[src/rtl/qsd_pkg.sv]
// ============================================================================
// qsd_pkg - shared types and constants for the QAM soft demapper
// Modulation codes, base thresholds in Q3.12 and pipeline advance controls.
// ============================================================================
package qsd_pkg;

    // Modulation order codes, as held in the mode register
    localparam logic [2:0] MOD_BPSK   = 3'd0;
    localparam logic [2:0] MOD_QPSK   = 3'd1;
    localparam logic [2:0] MOD_QAM16  = 3'd2;
    localparam logic [2:0] MOD_QAM64  = 3'd3;
    localparam logic [2:0] MOD_QAM256 = 3'd4;

    localparam logic [2:0] MOD_RESET  = MOD_QPSK;

    // Thresholds in Q3.12, rounded to nearest
    localparam int THR_QAM16_0  = 2591;
    localparam int THR_QAM64_0  = 2528;
    localparam int THR_QAM64_1  = 1264;
    localparam int THR_QAM256_0 = 2513;
    localparam int THR_QAM256_1 = 1257;
    localparam int THR_QAM256_2 = 628;

    // Width of the per-mode count of abs/subtract stages in use
    localparam int STAGE_W = 2;

    // Per-stage advance enables of the symbol pipeline
    typedef struct packed {
        logic st1;
        logic st2;
        logic st3;
        logic out;
    } qsd_adv_t;

    // Rescale a Q3.12 constant to sample_bits-4 fraction bits
    // (left shift when wider, rounded right shift when narrower).
    function automatic int scale_thr(input int t, input int sample_bits);
        int res;
        if (sample_bits >= 16) begin
            res = t << (sample_bits - 16);
        end else begin
            res = (t + (1 << (15 - sample_bits))) >>> (16 - sample_bits);
        end
        return res;
    endfunction

    // Abs/subtract stages in use; undefined codes act as 256-QAM
    function automatic logic [STAGE_W-1:0] num_stages(input logic [2:0] mode);
        logic [STAGE_W-1:0] n;
        unique case (mode)
            MOD_BPSK:  n = 2'd0;
            MOD_QPSK:  n = 2'd0;
            MOD_QAM16: n = 2'd1;
            MOD_QAM64: n = 2'd2;
            default:   n = 2'd3;
        endcase
        return n;
    endfunction

endpackage

[src/rtl/qsd_lane.sv]
// ============================================================================
// qsd_lane - one component lane of the soft demapper
// Three abs-minus-threshold steps on one sample (I or Q); the first two are registered.
// ============================================================================
module qsd_lane #(
    parameter int SAMPLE_BITS = 16
) (
    input  logic                               aclk,
    input  qsd_pkg::qsd_adv_t                  adv,
    input  logic signed [SAMPLE_BITS-1:0]      sample,
    input  logic [2:0][SAMPLE_BITS-1:0]        thr,
    output logic [3:0][SAMPLE_BITS-1:0]        taps
);

    localparam logic signed [SAMPLE_BITS-1:0] S_MIN = {1'b1, {(SAMPLE_BITS-1){1'b0}}};
    localparam logic signed [SAMPLE_BITS-1:0] S_MAX = {1'b0, {(SAMPLE_BITS-1){1'b1}}};

    logic signed [SAMPLE_BITS-1:0] s1_x0_reg;
    logic signed [SAMPLE_BITS-1:0] s2_x0_reg;
    logic signed [SAMPLE_BITS-1:0] s2_x1_reg;
    logic signed [SAMPLE_BITS-1:0] s3_x0_reg;
    logic signed [SAMPLE_BITS-1:0] s3_x1_reg;
    logic signed [SAMPLE_BITS-1:0] s3_x2_reg;
    logic signed [SAMPLE_BITS-1:0] s2_x1_next;
    logic signed [SAMPLE_BITS-1:0] s3_x2_next;
    logic signed [SAMPLE_BITS-1:0] x3;

    // Absolute value, most negative code saturates to the largest positive
    function automatic logic signed [SAMPLE_BITS-1:0] sat_abs(
        input logic signed [SAMPLE_BITS-1:0] x
    );
        logic signed [SAMPLE_BITS-1:0] r;
        if (x == S_MIN) begin
            r = S_MAX;
        end else if (x < 0) begin
            r = -x;
        end else begin
            r = x;
        end
        return r;
    endfunction

    always_comb begin
        s2_x1_next = sat_abs(s1_x0_reg) - $signed(thr[0]);
        s3_x2_next = sat_abs(s2_x1_reg) - $signed(thr[1]);
        x3         = sat_abs(s3_x2_reg) - $signed(thr[2]);
    end

    always_ff @(posedge aclk) begin
        if (adv.st1) begin
            s1_x0_reg <= sample;
        end
        if (adv.st2) begin
            s2_x0_reg <= s1_x0_reg;
            s2_x1_reg <= s2_x1_next;
        end
        if (adv.st3) begin
            s3_x0_reg <= s2_x0_reg;
            s3_x1_reg <= s2_x1_reg;
            s3_x2_reg <= s3_x2_next;
        end
    end

    assign taps = {x3, s3_x2_reg, s3_x1_reg, s3_x0_reg};

endmodule

[src/rtl/qsd_merge.sv]
// ============================================================================
// qsd_merge - output stage of the soft demapper
// Interleaves the I and Q lane taps, zeroes unused soft bits, sets the count.
// ============================================================================
module qsd_merge #(
    parameter int SAMPLE_BITS = 16
) (
    input  logic                          aclk,
    input  logic                          adv_out,
    input  logic [2:0]                    mode,
    input  logic [3:0][SAMPLE_BITS-1:0]   i_taps,
    input  logic [3:0][SAMPLE_BITS-1:0]   q_taps,
    input  logic                          last_in,
    output logic [7:0][SAMPLE_BITS-1:0]   llr,
    output logic [3:0]                    llr_count,
    output logic                          last_out
);

    logic [7:0][SAMPLE_BITS-1:0]        llr_reg;
    logic [7:0][SAMPLE_BITS-1:0]        llr_next;
    logic [3:0]                         count_reg;
    logic [3:0]                         count_next;
    logic                               last_reg;
    logic [qsd_pkg::STAGE_W-1:0]        stages;

    always_comb begin
        stages = qsd_pkg::num_stages(mode);
        for (int k = 0; k < 4; k++) begin
            llr_next[2*k]   = i_taps[k];
            llr_next[2*k+1] = q_taps[k];
            // drop the pairs beyond the stages in use
            if (k > 0 && k > int'(stages)) begin
                llr_next[2*k]   = '0;
                llr_next[2*k+1] = '0;
            end
        end
        if (mode == qsd_pkg::MOD_BPSK) begin
            llr_next[1] = '0;
            count_next  = 4'd1;
        end else begin
            count_next  = 4'd2 + {1'b0, stages, 1'b0};
        end
    end

    always_ff @(posedge aclk) begin
        if (adv_out) begin
            llr_reg   <= llr_next;
            count_reg <= count_next;
            last_reg  <= last_in;
        end
    end

    assign llr       = llr_reg;
    assign llr_count = count_reg;
    assign last_out  = last_reg;

endmodule

[src/rtl/qam_soft_demapper.sv]
// ============================================================================
// qam_soft_demapper - simplified max-log soft demapper, BPSK to 256-QAM
// An accepted input beat passes registers st1, st2, st3 and out in turn.
// Throughput: one symbol per cycle while m_tready is high.
// Each stage register advances independently, so bubbles are squeezed out;
// a new symbol is taken while a result waits for m_tready if a stage is empty.
// Reset: aresetn (synchronous, active low) clears all stage valid bits and
// loads mod_order with QPSK; payload registers are not reset.
// ============================================================================
module qam_soft_demapper #(
    parameter int SAMPLE_BITS = 16
) (
    input  logic                    aclk,
    input  logic                    aresetn,

    // Configuration write channel: mod_order
    input  logic                    cfg_valid,
    output logic                    cfg_ready,
    input  logic [2:0]              cfg_data,

    // Symbol input
    input  logic                    s_tvalid,
    output logic                    s_tready,
    // [SB-1:0] in_phase, [2*SB-1:SB] quadrature, zero padded to bytes
    input  logic [((2*SAMPLE_BITS+7)/8)*8-1:0] s_tdata,
    input  logic                    s_tlast,   // last_symbol

    // Soft bit output
    output logic                    m_tvalid,
    input  logic                    m_tready,
    // llr_0 .. llr_7 (SB bits each, from the lowest), then llr_count (4 bits),
    // zero padded to bytes
    output logic [((8*SAMPLE_BITS+4+7)/8)*8-1:0] m_tdata,
    output logic                    m_tlast    // last_out
);

    localparam int M_TDATA_W = ((8*SAMPLE_BITS+4+7)/8)*8;
    localparam int PAD_W     = M_TDATA_W - 8*SAMPLE_BITS - 4;

    // Thresholds rescaled to SAMPLE_BITS-4 fraction bits
    localparam logic [SAMPLE_BITS-1:0] T16_0  =
        SAMPLE_BITS'(qsd_pkg::scale_thr(qsd_pkg::THR_QAM16_0, SAMPLE_BITS));
    localparam logic [SAMPLE_BITS-1:0] T64_0  =
        SAMPLE_BITS'(qsd_pkg::scale_thr(qsd_pkg::THR_QAM64_0, SAMPLE_BITS));
    localparam logic [SAMPLE_BITS-1:0] T64_1  =
        SAMPLE_BITS'(qsd_pkg::scale_thr(qsd_pkg::THR_QAM64_1, SAMPLE_BITS));
    localparam logic [SAMPLE_BITS-1:0] T256_0 =
        SAMPLE_BITS'(qsd_pkg::scale_thr(qsd_pkg::THR_QAM256_0, SAMPLE_BITS));
    localparam logic [SAMPLE_BITS-1:0] T256_1 =
        SAMPLE_BITS'(qsd_pkg::scale_thr(qsd_pkg::THR_QAM256_1, SAMPLE_BITS));
    localparam logic [SAMPLE_BITS-1:0] T256_2 =
        SAMPLE_BITS'(qsd_pkg::scale_thr(qsd_pkg::THR_QAM256_2, SAMPLE_BITS));

    logic [2:0]                   mod_order_reg;
    logic [3:0]                   vld_reg;       // st1, st2, st3, out
    logic [3:0]                   vld_next;
    logic [2:0]                   last_reg;      // last flag beside st1..st3
    qsd_pkg::qsd_adv_t            adv;
    logic                         s_fire;
    logic [2:0][SAMPLE_BITS-1:0]  thr;
    logic [3:0][SAMPLE_BITS-1:0]  i_taps;
    logic [3:0][SAMPLE_BITS-1:0]  q_taps;
    logic [7:0][SAMPLE_BITS-1:0]  llr;
    logic [3:0]                   llr_count;

    // Configuration: always ready; the user writes only while the pipeline is empty (not enforced)
    assign cfg_ready = 1'b1;

    // Stage advance: a stage loads when empty or when the next one loads
    always_comb begin
        adv.out = !vld_reg[3] || m_tready;
        adv.st3 = !vld_reg[2] || adv.out;
        adv.st2 = !vld_reg[1] || adv.st3;
        adv.st1 = !vld_reg[0] || adv.st2;
    end

    assign s_tready = adv.st1;
    assign s_fire   = s_tvalid && s_tready;

    always_comb begin
        vld_next    = vld_reg;
        if (adv.st1) vld_next[0] = s_fire;
        if (adv.st2) vld_next[1] = vld_reg[0];
        if (adv.st3) vld_next[2] = vld_reg[1];
        if (adv.out) vld_next[3] = vld_reg[2];
    end

    always_ff @(posedge aclk) begin
        if (!aresetn) begin
            mod_order_reg <= qsd_pkg::MOD_RESET;
            vld_reg       <= '0;
        end else begin
            if (cfg_valid && cfg_ready) begin
                mod_order_reg <= cfg_data;
            end
            vld_reg <= vld_next;
        end
    end

    // Carry the frame marker beside the lane stages
    always_ff @(posedge aclk) begin
        if (adv.st1) last_reg[0] <= s_tlast;
        if (adv.st2) last_reg[1] <= last_reg[0];
        if (adv.st3) last_reg[2] <= last_reg[1];
    end

    // Per-stage threshold for the current order; stages the mode does not
    // use get any value, their results are dropped at the merge
    always_comb begin
        thr = {T256_2, T256_1, T256_0};
        unique case (mod_order_reg)
            qsd_pkg::MOD_QAM16: thr[0] = T16_0;
            qsd_pkg::MOD_QAM64: begin
                thr[0] = T64_0;
                thr[1] = T64_1;
            end
            default: ;
        endcase
    end

    // In-phase and quadrature lanes run side by side
    qsd_lane #(
        .SAMPLE_BITS (SAMPLE_BITS)
    ) u_lane_i (
        .aclk   (aclk),
        .adv    (adv),
        .sample (s_tdata[SAMPLE_BITS-1:0]),
        .thr    (thr),
        .taps   (i_taps)
    );

    qsd_lane #(
        .SAMPLE_BITS (SAMPLE_BITS)
    ) u_lane_q (
        .aclk   (aclk),
        .adv    (adv),
        .sample (s_tdata[2*SAMPLE_BITS-1:SAMPLE_BITS]),
        .thr    (thr),
        .taps   (q_taps)
    );

    // Merge lanes into the output register
    qsd_merge #(
        .SAMPLE_BITS (SAMPLE_BITS)
    ) u_merge (
        .aclk      (aclk),
        .adv_out   (adv.out),
        .mode      (mod_order_reg),
        .i_taps    (i_taps),
        .q_taps    (q_taps),
        .last_in   (last_reg[2]),
        .llr       (llr),
        .llr_count (llr_count),
        .last_out  (m_tlast)
    );

    assign m_tvalid = vld_reg[3];
    assign m_tdata  = {{PAD_W{1'b0}}, llr_count, llr};

endmodule
[config.mk]
export PLATFORM = sky130hd
export DESIGN_NAME = qam_soft_demapper
export DESIGN_NICKNAME = d
export VERILOG_FILES = /design/src/rtl/qsd_pkg.sv /design/src/rtl/qsd_lane.sv /design/src/rtl/qsd_merge.sv /design/src/rtl/qam_soft_demapper.sv
export SDC_FILE = /design/constraint.sdc
export NUM_CORES = 1
export LEC_CHECK = 0
export ABC_AREA = 0
export BUFFER_PORTS_ARGS = -buffer_cell sky130_fd_sc_hd__buf_2
export CAP_MARGIN = 30
export CORE_AREA = 4 4 162 196
export CTS_CLUSTER_DIAMETER = 80
export DETAILED_ROUTE_END_ITERATION = 10
export DIE_AREA = 0 0 166 200
export PLACE_DENSITY = 0.86
export SLEW_MARGIN = 0
export SYNTH_ARGS = -nofsm -noshare
export SYNTH_HDL_FRONTEND = slang
export SYNTH_SLANG_ARGS = --single-unit
export TNS_END_PERCENT = 30
[constraint.sdc]
create_clock -name aclk -period 8.4 [get_ports aclk]
set_input_delay 0.42 -clock aclk [delete_from_list [all_inputs] [get_ports aclk]]
set_output_delay 0.42 -clock aclk [all_outputs]
set_load 0.02 [all_outputs]
==> results.md, run 1 <==
- Initial antenna violation count: 1
- Top FF cell, synth: edfxtp_1
- Slew @ Worst Pin: 968 ps
- DPL Wire Length: 22.0 mm
- Fin worst setup slack: 4270 ps
- Critical Path RT: 8700 ps
- Largest area contributor in the netlist: edfxtp_1
- Crit-path leading delay family: simple AND/OR/NAND/NOR gates
- FF+latch count, synth: 335
- EDFF count, synth: 328
- CP max stage cell: nand2_1
- Max rail drop VDD: 0.000205 V
- Clock sink total: 335
- Antenna Cells: 0
- Via count: 10500
- DR iter-0 viols: 702
- Pre-CTS WS: 4340 ps
- Total power: 4.90 mW
- CTS Buf Count: 31
- Top-count cell post-synth: edfxtp_1
- Vias in the first global route: 10200
- Static Leak: 7.34 nW
- Kind of critical path: register to register
- CTS tree: done
- Period utilization: 49.2%
- Initial Util: 54.1%
- Total of warnings raised by yosys: 0
- Mapped cell area: 16200 um2
- Placeable Area: 30000 um2
- Crit end category: register
- Std-Cell Rows: 70
- Worst-path fanout max: 16
- Synth top area cells: edfxtp_1, ha_1, xnor2_1
- Share of flip-flops with an asynchronous set or reset: 0%
- Slew Viols, Final: 0
- Worst Path Buf+Inv: 0
- Final nets: 1538
- Fmax: 242 MHz
- CP Launch Type: register
- Total Routed Length: 30.9 mm
- Max FFs per register: 128
- Die width: 166 um
- Die height: 200 um
- Filler Cells Inserted: 2317
- Area Overhead vs Synth: 13.3%
- Antenna viol nets, final: 0
- First-pass DRT Iterations: 5
- First-pass GRT wire length: 50.7 mm
- Worst hold path type: input pin to register
- Max incr delay on CP: 490 ps
- RSZ-0062 raised after global routing: no
- Status: finished clean
- Total Routing Usage GR: 18.2%
- CP arrival: 4430 ps
- Placer Congestion: 0.912
- Largest net degree at the start of global routing: 73
- PwrDens: 266 nW/um2
- Setup Fix Bufs, Post-CTS: 0
- Via density per instance: 5.58
- Worst skew pair latency: 560 ps
- Io pins: 181
- H-tree lvl count: 1
- Synth Instances: 1289
- Mean area per synthesized cell: 12.6 um2
- DIE AREA: 33200 um2
- Maxcap violations: 0
- Top-area cell type share of the netlist area: 60.7%
- Post-CTS Resized: 0
- Final setup violating endpoints: 0
- Post-synth top cells: edfxtp_1, nand2_1, nor2b_1
- Hold buffer count at CTS: 1
- Gr ovfl total: 0
- # DRC: 0
- Crit path cell chain: nor2b_1 -> nand2_1 -> ha_1 -> or2_2 -> ha_1 -> nor2b_1 -> o2111ai_1 -> and3_1 -> nor3_1 -> o41ai_1 -> nand2_1 -> xnor2_1
- Slew Limit Headroom: 35.4%
- Final worst path period need: 4130 ps
- DR WL/cell: 16.5 um
- Sequential share of the synthesized area: 61.5%
- Fin Setup TNS: 0 ps
- Final Skew: 16.3 ps
- Clock buffer depth: 3
- CTS root buffer: clkbuf_16
- Synth cell types: 85
- PortBufs: 175
- Hold Vio Cnt, Final: 0
- Share of post-route cells with drive strength above 1: 18.6%
- Reg clk slew, reported paths: 70 ps
-- kinds of logic (layout without fill, tap and decap cells) --
logic type / after synthesis / in the layout / synth area share, %
buffers and inverters: 100 / 289 / 2.60
and+or+nand+nor: 447 / 447 / 15.1
DFF: 335 / 335 / 61.5
AOI/OAI and AO/OA: 225 / 225 / 9.65
adders and majority gates: 41 / 41 / 3.25
other: 2 / 5 / 0.0462
xor gates and xnor gates: 110 / 110 / 5.98
muxes: 29 / 29 / 1.81
-- metrics by stage --
| step | util (%) | area, um2 | cells | hold WS (ps) |
|---|---|---|---|---|
| 2_1_floorplan | - | 16300 | 1292 | 400 |
| 3_3_place_gp | 58.1 | 17500 | 1817 | 402 |
| 3_5_place_dp | 58.1 | 17500 | 1818 | 405 |
| 4_1_cts | 61.2 | 18400 | 1877 | 0.0234 |
| 5_1_grt | 61.2 | 18400 | 1877 | 2.75 |
| 6_report | 61.2 | 18400 | 1877 | 32.9 |
-- path summary, 6_finish.rpt --
path                                       to                            start  cells after the start  slack (ps)
max reg2reg  u_lane_q.s2_x1_reg[13]$_DFFE_PP_    mod_order_reg[1]$_SDFFE_PN0P_                     12        4270
min           u_lane_i.s1_x0_reg[7]$_DFFE_PN_                       s_tdata[7]                      1          30
min reg2reg          u_merge.llr[1]$_DFFE_PP_  u_lane_i.s3_x0_reg[1]$_DFFE_PP_                      0         410
max          u_lane_q.s2_x1_reg[13]$_DFFE_PP_    mod_order_reg[1]$_SDFFE_PN0P_                     12        4270
-- metal layers --
layer | routed length [um] | track usage [%]
met1 | 13000 | 23.1
met2 | 15500 | 32.6
met3 | 1890 | 3.09
met5 | 13 | 0
met4 | 589 | 4.86
-- area by class of cell --
cell class | instances | area [um2] | area share [%]
clock buffer | 34 | 787 | 4.28
clock inverter | 24 | 140 | 0.762
inverter | 47 | 179 | 0.972
multi-input combinational | 857 | 5860 | 31.8
sequential | 335 | 9990 | 54.3
tap | 396 | 495 | 2.69
timing repair buffer | 184 | 950 | 5.16
-- layout by cell type (no fill, tap or decap), types with 5 or more instances in the layout --
cell | Yosys | final
mux2i_1 | 26 | 26
o21ai_0 | 48 | 48
a21o_1 | 8 | 8
conb_1 | 2 | 5
o31ai_1 | 20 | 20
clkinv_2 | 0 | 9
clkbuf_16 | 0 | 31
nand3_1 | 21 | 21
o21a_1 | 14 | 14
nor3b_1 | 6 | 6
and3_1 | 16 | 16
dfxtp_1 | 7 | 7
nor4_1 | 17 | 17
and2_1 | 34 | 34
a211oi_1 | 5 | 5
clkinv_1 | 2 | 8
a31oi_1 | 10 | 10
ha_1 | 39 | 39
or3_1 | 14 | 14
nor2_1 | 75 | 75
a31o_2 | 6 | 6
nor2b_1 | 76 | 76
edfxtp_1 | 328 | 328
o211ai_1 | 8 | 8
clkinvlp_4 | 0 | 5
a41oi_1 | 5 | 5
xor2_1 | 54 | 54
o31a_1 | 6 | 6
nand2b_1 | 14 | 14
inv_1 | 45 | 43
or2_2 | 12 | 12
nand2_1 | 84 | 83
nor3_1 | 30 | 29
xnor2_1 | 55 | 55
buf_4 | 5 | 7
a21oi_1 | 47 | 46
buf_2 | 5 | 175
or4_1 | 11 | 11
o41ai_1 | 11 | 11
-- power breakdown --
group / switching (mW) / internal (mW) / total [mW] / leakage [nW]
Sequential: 0.269 / 2.17 / 2.44 / 3.66
Clock: 0.586 / 0.678 / 1.26 / 0.448
Combinational: 0.682 / 0.508 / 1.19 / 3.22
(Power assumes the default switching activity.)
==> run 2: changes to the inputs <==
--- a/config.mk
+++ b/config.mk
@@ -8,11 +8,11 @@
 export ABC_AREA = 0
 export BUFFER_PORTS_ARGS = -buffer_cell sky130_fd_sc_hd__buf_2
 export CAP_MARGIN = 30
-export CORE_AREA = 4 4 162 196
+export CORE_AREA = 4 4 165 199
 export CTS_CLUSTER_DIAMETER = 80
 export DETAILED_ROUTE_END_ITERATION = 10
-export DIE_AREA = 0 0 166 200
-export PLACE_DENSITY = 0.86
+export DIE_AREA = 0 0 169 203
+export PLACE_DENSITY = 0.87
 export SLEW_MARGIN = 0
 export SYNTH_ARGS = -nofsm -noshare
 export SYNTH_HDL_FRONTEND = slang
==> constraint.sdc (replaced) <==
create_clock -name aclk -period 3.6 [get_ports aclk]
set_input_delay 0.18 -clock aclk [delete_from_list [all_inputs] [get_ports aclk]]
set_output_delay 0.18 -clock aclk [all_outputs]
set_load 0.02 [all_outputs]
==> run 2 against run 1 <==
Power rose by 140%. Sequential power up 130%. Clock power grew to 2.5 times the previous value. Final cell count is 5.1% higher. Largest cell class unchanged. Largest power group unchanged. Highest routed layer is now met4.
==> results.md, run 2 (synthesis results as in run 1) <==
- Status: finished clean (unchanged)
- Initial Util: 52.4% (was 54.1%)
- Fin worst setup slack: 166 ps (was 4270 ps)
- Final worst path period need: 3430 ps (was 4130 ps)
- Fin Setup TNS: 0 ps (unchanged)
- Placer Congestion: 0.888 (was 0.912)
- Clock sink total: 335 (unchanged)
- # DRC: 0 (unchanged)
- Crit. Startpoint: u_lane_q.s1_x0_reg[3]$_DFFE_PN_ (was mod_order_reg[1]$_SDFFE_PN0P_)
- Worst hold path type: input pin to register (unchanged)
- Die width: 169 um (was 166 um)
- Area Overhead vs Synth: 19.5% (was 13.3%)
- Final Skew: 12.6 ps (was 16.3 ps)
- Met1 Usage GRT: 24.4% (was 23.1%)
- DR iter-0 viols: 767 (was 702)
- DR WL/cell: 16.8 um (was 16.5 um)
- CP Launch Type: register (unchanged)
- GRT met3 Usage: 2.43% (was 3.09%)
- Max rail drop VDD: 0.000476 V (was 0.000205 V)
- Total Routing Usage GR: 18.8% (was 18.2%)
- Pre-CTS WS: -9.45 ps (was 4340 ps)
- Reg2reg setup slack: 170 ps (was 4270 ps)
- CP arrival: 3730 ps (was 4430 ps)
- Filler Cells Inserted: 2324 (was 2317)
- CTS root buffer: clkbuf_16 (unchanged)
- Reg clk slew, reported paths: 60 ps (was 70 ps)
- Std-Cell Rows: 71 (was 70)
- H-tree lvl count: 1 (unchanged)
- Total Routed Length: 33.1 mm (was 30.9 mm)
- RSZ-0062 raised after global routing: yes (was no)
- Crit end category: register (unchanged)
- Final nets: 1632 (was 1538)
- Critical Path RT: 3900 ps (was 8700 ps)
- Worst skew pair latency: 560 ps (about the same)
- Placed insts: 1876 (was 1818)
- Via density per instance: 5.51 (was 5.58)
- Grt peak-use layer: met2 (unchanged)
- Worst-case reg-to-reg path depth: 13 (was 12)
- Share of post-route cells with drive strength above 1: 22.0% (was 18.6%)
- Kind of critical path: register to register (unchanged)
- CTS tree: done (unchanged)
- DPL Wire Length: 23.4 mm (was 22.0 mm)
- Hold EP: vld_reg[3]$_SDFFE_PN0P_ (was u_lane_i.s1_x0_reg[7]$_DFFE_PN_)
- Hold path depth: 3 (was 1)
- Io pins: 181 (unchanged)
- Worst-path fanout max: 9 (was 16)
- Clock buffer depth: 3 (unchanged)
- First-pass GRT wire length: 53.6 mm (was 50.7 mm)
- Most frequent cells in the layout: edfxtp_1, buf_2, nand2_1 (unchanged)
- Hold Vio Cnt, Final: 0 (unchanged)
- Most common cell after layout, fill and taps aside: edfxtp_1 (unchanged)
- Period utilization: 95.4% (was 49.2%)
- GR Util met2: 33.2% (was 32.6%)
- PwrDens: 612 nW/um2 (was 266 nW/um2)
- Fmax: 291 MHz (was 242 MHz)
- Gr ovfl total: 0 (unchanged)
- DIE AREA: 34300 um2 (was 33200 um2)
- Antenna Cells: 0 (unchanged)
- RR Endpoint: u_lane_q.s2_x1_reg[14]$_DFFE_PP_ (was u_lane_q.s2_x1_reg[13]$_DFFE_PP_)
- First-pass DRT Iterations: 5 (unchanged)
- Static Leak: 7.82 nW (was 7.34 nW)
- Min-delay src: m_tready (was s_tdata[7])
- PortBufs: 175 (unchanged)
- Die height: 203 um (was 200 um)
- Maxcap violations: 0 (unchanged)
- Largest net degree at the start of global routing: 73 (unchanged)
- Placeable Area: 31000 um2 (was 30000 um2)
- Slew @ Worst Pin: 922 ps (was 968 ps)
- CTS Buf Count: 31 (unchanged)
- Vias in the first global route: 10600 (was 10200)
- Antenna viol nets, final: 0 (unchanged)
- Non-Filler Instances: 1973 (was 1877)
- Max FFs per register: 128 (unchanged)
- R2R Path Start: u_lane_q.s1_x0_reg[3]$_DFFE_PN_ (was mod_order_reg[1]$_SDFFE_PN0P_)
- Final setup violating endpoints: 0 (unchanged)
- Slew Viols, Final: 0 (unchanged)
- Final core utilization: 62.6% (was 61.2%)
- Via count: 10900 (was 10500)
- Slew Limit Headroom: 38.5% (was 35.4%)
- Initial antenna violation count: 0 (was 1)
run 2: how the worst max path moves through the flow:
stage | slack (ps) | end
6_report | 170 | u_lane_q.s2_x1_reg[14]$_DFFE_PP_
3_3_place_gp | 140 | u_lane_i.s2_x1_reg[14]$_DFFE_PP_
4_1_cts | 20 | u_lane_q.s2_x1_reg[14]$_DFFE_PP_
5_1_grt | -40 | u_lane_q.s2_x1_reg[14]$_DFFE_PP_
3_5_place_dp | -9 | u_lane_i.s2_x1_reg[14]$_DFFE_PP_
2_1_floorplan | 90 | u_lane_i.s3_x2_reg[12]$_DFFE_PP_
run 2: metal layers:
layer | part of all wire, % | routed length, um | vias to the layer above
met3 | 5.8 | 1910 | 66
met2 | 50 | 16700 | 353
met4 | 2.5 | 814 | 0
met1 | 41 | 13700 | 5151
li1 | - | - | 5299
met5 | 0 | 0 | -
run 2: layout make-up:
| class | instances | area, um2 | share of cell area [%] |
|---|---|---|---|
| clock buffers | 33 | 783 | 4.04 |
| clock inverters | 22 | 208 | 1.07 |
| inverters | 47 | 180 | 0.928 |
| multi-input cells | 857 | 5960 | 30.7 |
| flip-flops and latches | 335 | 9990 | 51.5 |
| well taps | 401 | 502 | 2.59 |
| repair buffers | 278 | 1790 | 9.20 |
run 2: stage by stage:
step                      power (mW)  area (um2)  hold slack [ps]
after global placement          8.59       17800              356
after floorplan                 7.77       16300              242
after global routing            12.5       19400             27.9
after detailed placement        8.70       17900              358
final                           11.9       19400             40.1
after CTS                       11.9       19300             14.5
run 2: power by group:
group          switching, mW  total [mW]  internal [mW]
Combinational           1.83        3.17           1.34
Clock                   1.37        3.17           1.79
Sequential             0.466        5.54           5.07
Total                   3.68        11.9           8.20
run 2: repair_timing:
item	4_1_cts	5_1_grt
endpoints found under the hold margin	40	0
pin swaps	0	1
resized for setup	1	18
endpoints found under the setup margin	1	17
hold buffers	40	0
setup buffers	0	1
run 2: worst max-delay path, stage by stage, from the launching register on:
cell and delay, ps:
edfxtp_1 440, nor4_1 310, buf_4 180, nand3b_1 90
or2_2 380, nand2_1 100, ha_1 280, and2_1 200
o21a_1 160, a41oi_1 320, a211oi_2 160, o31ai_2 320
nand2_1 100, xor2_1 150
